<file path="src/design/lla_ram.sv">
`default_nettype none
module lla_ram #(
  parameter int WIDTH = 8,
  parameter int DEPTH = 16
) (
  input  wire logic                     clk,
  input  wire logic                     we,
  input  wire logic [$clog2(DEPTH)-1:0] waddr,
  input  wire logic [WIDTH-1:0]         wdata,
  input  wire logic [$clog2(DEPTH)-1:0] raddr,
  output logic      [WIDTH-1:0]         rdata
);

  logic [WIDTH-1:0] mem [DEPTH];

  // one write, one registered read
  always_ff @(posedge clk) begin
    if (we) begin
      mem[waddr] <= wdata;
    end
    rdata <= mem[raddr];
  end

endmodule
`default_nettype wire

</file>
<file path="config.mk">
export PLATFORM = sky130hd
export DESIGN_NAME = lla_ram
export DESIGN_NICKNAME = d
export VERILOG_FILES = /design/src/design/lla_ram.sv
export SDC_FILE = /design/constraint.sdc
export NUM_CORES = 1
export LEC_CHECK = 0
export BUFFER_PORTS_ARGS = -buffer_cell sky130_fd_sc_hd__buf_2
export CORE_ASPECT_RATIO = 1.2
export CORE_UTILIZATION = 60
export CTS_CLUSTER_DIAMETER = 40
export DETAILED_ROUTE_END_ITERATION = 8
export GPL_TIMING_DRIVEN = 0
export PLACE_DENSITY = 0.84
export SLEW_MARGIN = 20
export SYNTH_ARGS = -nofsm -noshare
export SYNTH_HDL_FRONTEND = slang
export SYNTH_SLANG_ARGS = --single-unit
</file>
<file path="constraint.sdc">
create_clock -name clk -period 2.22 [get_ports clk]
set_clock_uncertainty 0.15 [all_clocks]
set_input_delay 0.111 -clock clk [delete_from_list [all_inputs] [get_ports clk]]
set_output_delay 0.111 -clock clk [all_outputs]
set_load 0.02 [all_outputs]
</file>
==> metrics.md <==
| Metric | Value |
|---|---|
| Status | `finished clean` |
| Num CTS Buffers | `17` |
| FP Rows | `36` |
| Area Growth Syn to Fin | `18.6%` |
| Metal1 wirelength | `4080 um` |
| Share of cells above drive strength 1 | `27.0%` |
| Final setup vio count | `0` |
| TritonCTS sink count | `136` |
| Ys flop type | `edfxtp_1` |
| PD cells | `929 nW/um^2` |
| Share of the synthesized area in the top cell type | `74.7%` |
| Antenna violations before repair | `0` |
| Max clock buf depth | `2` |
| Worst-skew pair later-pin latency | `0.52 ns` |
| Synth cell count leaders | `edfxtp_1, mux4_2, a22oi_1` |
| CP max stage delay | `0.83 ns` |
| Final Cycle Share | `81.2%` |
| Via density | `6.11` |
| Sequential cell area fraction in the yosys report | `77.8%` |
| WL final | `10200 um` |
| Kind of critical path | `primary input to register` |
| Worst Tran Pin Value | `0.891 ns` |
| Syn Inst Count | `229` |
| Worst flop-to-flop path startpoint | `mem[1][7]` |
| GRT Resource Usage Total | `25.2%` |
| Port bufs | `24` |
| Hold Fails Final Rpt | `0` |
| Slowest cell on crit path | `dlygate4sd3_1` |
| Final core utilization | `74.5%` |
| R2R Path End | `rdata[7]` |
| Crit path required time | `2.24 ns` |
| Via Count | `2531` |
| Final Non-Filler Cells | `414` |
| R2R depth | `3` |
| Drt first pass iters | `6` |
| Yosys reg bits | `136` |
| FF+latch area | `4000 sq um` |
| First-pass GRT wire length | `14700 um` |
| Placed Instance Area | `5430 sq um` |
| Met2 WL | `5010 um` |
| Post-synth cell types | `19` |
| Hold Buf Count CTS | `15` |
| Worst-path clk slew | `0.06 ns` |
| DR WL met3 | `738 um` |
| Max-cap violations | `0` |
| WL/cell | `24.6 um` |
| Lkg Pwr | `0.00206 uW` |
| Synthesized area | `5150 sq um` |
| Hold_ws | `0.0228 ns` |
| Die Ht | `103 um` |
| Critical Path Sink Type | `register` |
| Reg2reg setup slack | `0.63 ns` |
| Min-delay worst type | `primary input to register` |
| Main area contributors after synthesis | `edfxtp_1, mux4_2, mux4_1` |
| Post-CTS Resized | `0` |
| Fmax | `555 MHz` |
| DRC | `0` |
| Initial Util | `62.8%` |
| Die X-Extent | `86.6 um` |
| H-Tree Level Count | `4` |
| Highest Signal Layer | `met4` |
| CP Cell Sequence | `dlygate4sd3_1 > buf_2 > nor3_2 > dlygate4sd3_1` |
| Gpl congestion | `0.766` |
| Worst Hold Depth | `4` |
| Crit path DAT | `1.83 ns` |
| CORE AREA | `8200 sq um` |
| Largest net degree at the start of global routing | `17` |
| Synth Area per Inst | `22.5 sq um` |
| Crit Path Max Fanout | `8` |
| TritonCTS clock tree | `yes` |
| Setup Fix Bufs, Post-CTS | `0` |
| Total power | `5670 uW` |
| Most common cell on crit path | `dlygate4sd3_1` |
| Nets | `305` |
| # IOs | `26` |
| HP Start | `raddr[0]` |
| Yosys warns | `0` |
| Post-synth EDFFs | `128` |
| Largest area contributor in the netlist | `edfxtp_1` |
| Worst VDD drop | `0.860 mV` |
| Slew headroom | `40.4%` |
| Vias in the first global route | `2498` |
| Worst setup SP type | `primary input` |
| Hold EP | `rdata[0]` |
| Root Buffer | `clkbuf_8` |
| Post-synth ARST share | `0%` |
| Cell count after placement | `367` |
| Multi-input gate area | `1080 sq um` |
| Antenna diodes | `0` |
| Finished Cell Area | `6110 sq um` |
| Minimum clock period | `1.80 ns` |
| Antenna viol nets, final | `0` |
| Most numerous cell in the Yosys netlist | `edfxtp_1` |
| RSZ-0062 raised after global routing | `no` |
| Pins Over Slew Limit | `0` |
| Total congestion overflow | `0` |
| Fill cell count | `458` |
| DP HPWL | `5790 um` |
| Die ar. | `8960 sq um` |
| Iteration-0 DRC Markers | `242` |
| Syn nets | `247` |
power breakdown:
| group | switching (uW) | internal (uW) | leakage [uW] |
|---|---|---|---|
| Clock | 952 | 1520 | 0.000254 |
| Sequential | 15.2 | 2870 | 0.00122 |
| Combinational | 181 | 131 | 0.000586 |
| Total | 1150 | 4520 | 0.00206 |
routing by layer:
metal  global-route usage, %  vias to the layer above
met4                    13.2                        0
met5                       0                        -
met2                    38.4                      137
met3                    7.38                       20
met1                    33.8                     1286
li1                        -                     1088
cell type report:
class                      count  area share (%)
clock buffer                  30            8.40
multi-input combinational     83            17.6
buffer                        10            1.41
timing repair buffer          39            4.43
tap                          114            2.34
sequential                   136            65.6
clock inverter                 2           0.205
cell usage in the layout (no fill, tap or decap), drive strengths merged:
cell	instances
a22oi	16
and2	1
and2b	1
buf	31
clkbuf	30
clkdlybuf4s25	3
clkinv	1
clkinvlp	1
dfxtp	8
dlygate4sd3	15
edfxtp	128
mux4	32
nand2	9
nand2b	2
nand3	1
nand3b	2
nor2	13
nor2b	1
nor3	4
or3b	1
state kept, by name (all words and copies together) (netlist names):
signal  flops
mem       128
rdata       8
per-stage QoR:
step	worst slack, ns	TNS, ns
after floorplan	0.466	0
after global placement	-0.0776	-0.620
final	0.418	0
after detailed placement	0.235	0
after global routing	0.400	0
after CTS	0.443	0
worst max-delay path by stage:
stage | from | to | slack [ns] | cells after the start
floorplan | waddr[2] | mem[0][0] | 0.47 | 2
global placement | waddr[2] | mem[0][1] | -0.08 | 3
detailed placement | waddr[2] | mem[1][1] | 0.24 | 3
CTS | waddr[1] | mem[12][3] | 0.44 | 4
global route | waddr[1] | mem[12][0] | 0.40 | 4
finish | waddr[1] | mem[12][7] | 0.42 | 4
logic make-up after synthesis:
logic type	after synthesis	synth area share (%)
DFF	136	77.8
buffers and inverters	10	1.68
muxes	32	15.0
and+or+nand+nor	35	3.18
AOI/OAI and AO/OA	16	2.33
critical path: cells and delay by family:
family	cells	cell delay [ns]
and+or+nand+nor	1	0.17
buffers and inverters	3	1.54
Power figures use the tool's default switching activity.
