--- src/design/lla_pkg.sv ---
`default_nettype none
package lla_pkg;

  // field widths
  localparam int MODE_W      = 2;
  localparam int COORD_W     = 8;
  localparam int RULE_W      = 4;
  localparam int DIM_W       = 9;
  localparam int COUNT_W     = 17;
  localparam int CFG_INDEX_W = 3;
  localparam int CFG_DATA_W  = 9;

  // grid limits
  localparam int MAX_WIDTH_DEF  = 256;
  localparam int MAX_HEIGHT_DEF = 256;
  localparam int NEIGHBORS      = 8;

  // operation codes
  localparam logic [MODE_W-1:0] MODE_WRITE = 2'd0;
  localparam logic [MODE_W-1:0] MODE_READ  = 2'd1;
  localparam logic [MODE_W-1:0] MODE_GEN   = 2'd2;

  // register indexes
  localparam logic [CFG_INDEX_W-1:0] REG_SURVIVE_MIN = 3'd0;
  localparam logic [CFG_INDEX_W-1:0] REG_SURVIVE_MAX = 3'd1;
  localparam logic [CFG_INDEX_W-1:0] REG_BIRTH_MIN   = 3'd2;
  localparam logic [CFG_INDEX_W-1:0] REG_BIRTH_MAX   = 3'd3;
  localparam logic [CFG_INDEX_W-1:0] REG_GRID_WIDTH  = 3'd4;
  localparam logic [CFG_INDEX_W-1:0] REG_GRID_HEIGHT = 3'd5;

  // rule bounds handed to every cell
  typedef struct packed {
    logic [RULE_W-1:0] survive_min;
    logic [RULE_W-1:0] survive_max;
    logic [RULE_W-1:0] birth_min;
    logic [RULE_W-1:0] birth_max;
  } rule_t;

  // per-cell tally bits moving down the chain
  typedef struct packed {
    logic died;
    logic alive;
  } tally_t;

  typedef enum logic [3:0] {
    S_CLEAR,
    S_IDLE,
    S_RD_ROW,
    S_RMW,
    S_G_RD_N,
    S_G_RD_C,
    S_G_RD_S,
    S_G_LD_S,
    S_G_EVAL,
    S_G_SHIFT,
    S_DONE
  } state_t;

endpackage
`default_nettype wire

--- src/design/lla_cell.sv ---
`default_nettype none
module lla_cell (
  input  wire logic                              clk,
  input  wire logic                              active,
  input  wire logic                              own,
  input  wire logic [lla_pkg::NEIGHBORS-1:0]     neigh,
  input  wire lla_pkg::rule_t                    rules,
  input  wire logic                              load,
  input  wire logic                              shift,
  input  wire lla_pkg::tally_t                   tally_in,
  output logic                                   next_value,
  output lla_pkg::tally_t                        tally
);

  logic [lla_pkg::RULE_W-1:0] sum;
  logic                       rule_value;

  // neighbor count
  always_comb begin
    sum = '0;
    for (int i = 0; i < lla_pkg::NEIGHBORS; i++) begin
      sum = sum + lla_pkg::RULE_W'(neigh[i]);
    end
  end

  // survive or birth decision
  always_comb begin
    if (own) begin
      rule_value = (sum >= rules.survive_min) && (sum <= rules.survive_max);
    end else begin
      rule_value = (sum != '0) && (sum >= rules.birth_min) && (sum <= rules.birth_max);
    end
    next_value = active ? rule_value : own;
  end

  // tally stage of the chain
  always_ff @(posedge clk) begin
    if (load) begin
      tally.died  <= active & own & ~rule_value;
      tally.alive <= active & rule_value;
    end else if (shift) begin
      tally <= tally_in;
    end
  end

endmodule
`default_nettype wire

--- config.mk ---
export PLATFORM = sky130hd
export DESIGN_NAME = lla_cell
export DESIGN_NICKNAME = d
export VERILOG_FILES = /design/src/design/lla_pkg.sv /design/src/design/lla_cell.sv
export SDC_FILE = /design/constraint.sdc
export NUM_CORES = 1
export LEC_CHECK = 0
export ABC_AREA = 1
export BUFFER_PORTS_ARGS = -buffer_cell sky130_fd_sc_hd__buf_4
export CAP_MARGIN = 20
export CORE_ASPECT_RATIO = 0.8
export CORE_MARGIN = 1.5
export CORE_UTILIZATION = 46
export DETAILED_ROUTE_END_ITERATION = 8
export GPL_TIMING_DRIVEN = 1
export PLACE_DENSITY = 0.86
export SYNTH_ARGS = -nofsm -noshare
export SYNTH_HDL_FRONTEND = slang
export SYNTH_SLANG_ARGS = --single-unit
--- constraint.sdc ---
create_clock -name clk -period 3.8 [get_ports clk]
set_input_delay 0 -clock clk [delete_from_list [all_inputs] [get_ports clk]]
set_output_delay 0 -clock clk [all_outputs]
set_load 0.02 [all_outputs]
==> impl_metrics.json <==
{
  "start_util_pct": 51.8,
  "syn2layout_area_growth_pct": 41.2,
  "status": "finished, final reports clean",
  "crit_fanout": 4,
  "max_slew_margin_pct": 87.7,
  "power_density_nw_per_um2": 385,
  "synth_top_cell_area_share_pct": 31.2,
  "wirelength_um": 2070,
  "arrival_ps": 3640,
  "grt_use_total_pct": 22.1,
  "wire_per_inst_um": 12.4,
  "core_sq_um": 1470,
  "path_clk_slew_ps": 30,
  "placedCellCount": 163,
  "viasPerCell": 4.81,
  "slowest_delay_ps": 540,
  "power_mw": 0.414,
  "first_iter_violations": 8,
  "gr-total-overflow": 0,
  "num_rows": 12,
  "largest-register": "tally",
  "grt_pass1_wl_um": 3110,
  "crit_path_cell_trace": "buf_4, fa_1, inv_1, fa_1, fa_1, inv_1, ha_1, fa_2, xnor2_2, inv_2, ha_1, nand2_1, inv_2, nand2_1, nand2_1, nand2_1, nand2_2, a21oi_4, nand2_1, o21ai_2, buf_4",
  "io_pins": 34,
  "min_path_type": "in2reg",
  "num_vias": 804,
  "layout_min_cycle_time_ps": 3640,
  "clock_tree.root_cell": "clkbuf_4",
  "ant_nets": 0,
  "yosysSeqAreaShare_pct": 7.88,
  "setup_tns_ps": 0,
  "hpwl_um": 1640,
  "fmax_ghz": 0.275,
  "required_ps": 3800,
  "slowest_stage": "fa_1",
  "syn_area_per_cell_sq_um": 6.99,
  "die-area_sq_um": 1910,
  "fin_cells": 167,
  "slew_viol_final": 0,
  "synth.net_count": 163,
  "hp-start": "tally_in[1]",
  "cts.sinks": 2,
  "whs_endpoint": "tally[1]",
  "ys_ff_latch": 2,
  "path_buf_inv": 6,
  "ys_top_cells_by_area": "ha_1 (31%), inv_1 (17%), nand2_1 (12%)",
  "die_height_um": 39.4,
  "maxCapViolations": 0,
  "ir_worst_vdd_uv": 176,
  "cp_common_cell": "nand2_1",
  "worstHoldPathCells": 3,
  "grt_pass1_vias": 726,
  "hold_viol": 0,
  "cts_max_path_buffers": 2,
  "tightest_slew_ps": 183,
  "antenna_found_initial": 0,
  "die_w_um": 48.5,
  "power_leakage_nw": 0.696,
  "place_ws_ps": 68.2,
  "grt_max_degree": 6,
  "largest_reg_flops": 2,
  "crit_type": "in2out",
  "drive_gt1_share_pct": 33.6,
  "startpoint_type": "input port",
  "end_kind": "output pin",
  "setup_ws_ps": 157,
  "io_buffers": 33,
  "remaining_drc_errors": 0,
  "hold_slack_ps": 49.7,
  "finalWeightedCongestion": 0.761,
  "cp_top_family": "adder cells",
  "num_antenna_cells": 0,
  "yosys_warnings": 0,
  "firstDrtPassIters": 4,
  "top_regs": "tally x2",
  "syn-cell-area_sq_um": 762,
  "synth_top_cell_by_area": "ha_1",
  "syn_inst": 109,
  "cts_made_buffers": 3,
  "htree_num_levels": 1,
  "fin_crit_sh_pct": 95.9,
  "ys_types": 17,
  "setup_viol": 0,
  "cts_tree": "done",
  "fin_nets": 202
}
## area by class of cell
type / count / area, sq um
Clock buffer: 3 / 22.5
Multi-Input combinational cell: 70 / 573
Inverter: 37 / 139
Timing Repair Buffer: 34 / 255
Sequential cell: 2 / 60.1
Tap cell: 21 / 26.3
Fill cell: 132 / 395
## layout by cell type (no fill, tap or decap), drive strengths merged
cell    count
edfxtp      2
nand3       9
inv        37
clkbuf      3
nand4       1
nor2        1
or2         1
ha         19
o21bai      2
buf        34
o21ai       1
a21oi       5
xnor2       1
fa          4
nand2      26
## per-stage QoR
| step | cell area, sq um | util, % |
|---|---|---|
| after global placement | 1040 | 70.4 |
| after detailed placement | 1040 | 70.4 |
| after floorplan | 762 | - |
| after CTS | 1060 | 71.9 |
| final | 1080 | 73.1 |
| after global routing | 1080 | 73.1 |
## cell families after synthesis
| logic type | Yosys count | share of synthesized area [%] |
|---|---|---|
| flip-flops | 2 | 7.88 |
| adder cells (fa/ha/maj) | 23 | 41.7 |
| AND/OR/NAND/NOR | 38 | 23.2 |
| XOR/XNOR | 1 | 1.15 |
| AO/OA/AOI/OAI | 8 | 7.88 |
| buffers and inverters | 37 | 18.2 |
## repair_timing
| action | CTS | global route |
|---|---|---|
| resized for setup | 0 | 3 |
| setup buffers | 0 | 1 |
| endpoints found under the setup margin | 0 | 1 |
| hold buffers | 0 | 0 |
## synth_stat cells
cell and n:
or2_2 1, nor2_1 1, nand2_2 1, inv_2 2
a21oi_4 1, inv_1 35, edfxtp_1 2, fa_1 4
ha_1 19, xnor2_1 1, nand4_1 1, a21oi_1 4
o21bai_1 2, o21ai_2 1, nand3_2 3, nand2_1 25
nand3_1 6
## report_power, final
| part | internal, mW | switching, mW | total, mW |
|---|---|---|---|
| Sequential | 0.0286 | 0.000859 | 0.0294 |
| Combinational | 0.149 | 0.187 | 0.336 |
| Clock | 0.0349 | 0.0139 | 0.0488 |
## per-layer routing
metal | track usage (%) | vias up | share of wire [%]
li1 | - | 406 | -
met1 | 24.8 | 358 | 38
met2 | 42.0 | 30 | 54
met3 | 2.67 | 10 | 4.3
met4 | 13.6 | 0 | 4.3
met5 | 0 | - | 0
## worst max-delay path by stage
stage / to / slack, ps / cells after the start / startpoint
after CTS: next_value / 30 / 21 / neigh[0]
after global routing: next_value / -3 / 21 / neigh[0]
after floorplan: tally[0] / 450 / 18 / neigh[0]
after detailed placement: next_value / 70 / 21 / neigh[0]
final: next_value / 160 / 21 / neigh[0]
after global placement: tally[0] / 180 / 19 / neigh[0]
Power figures use the tool's default switching activity.
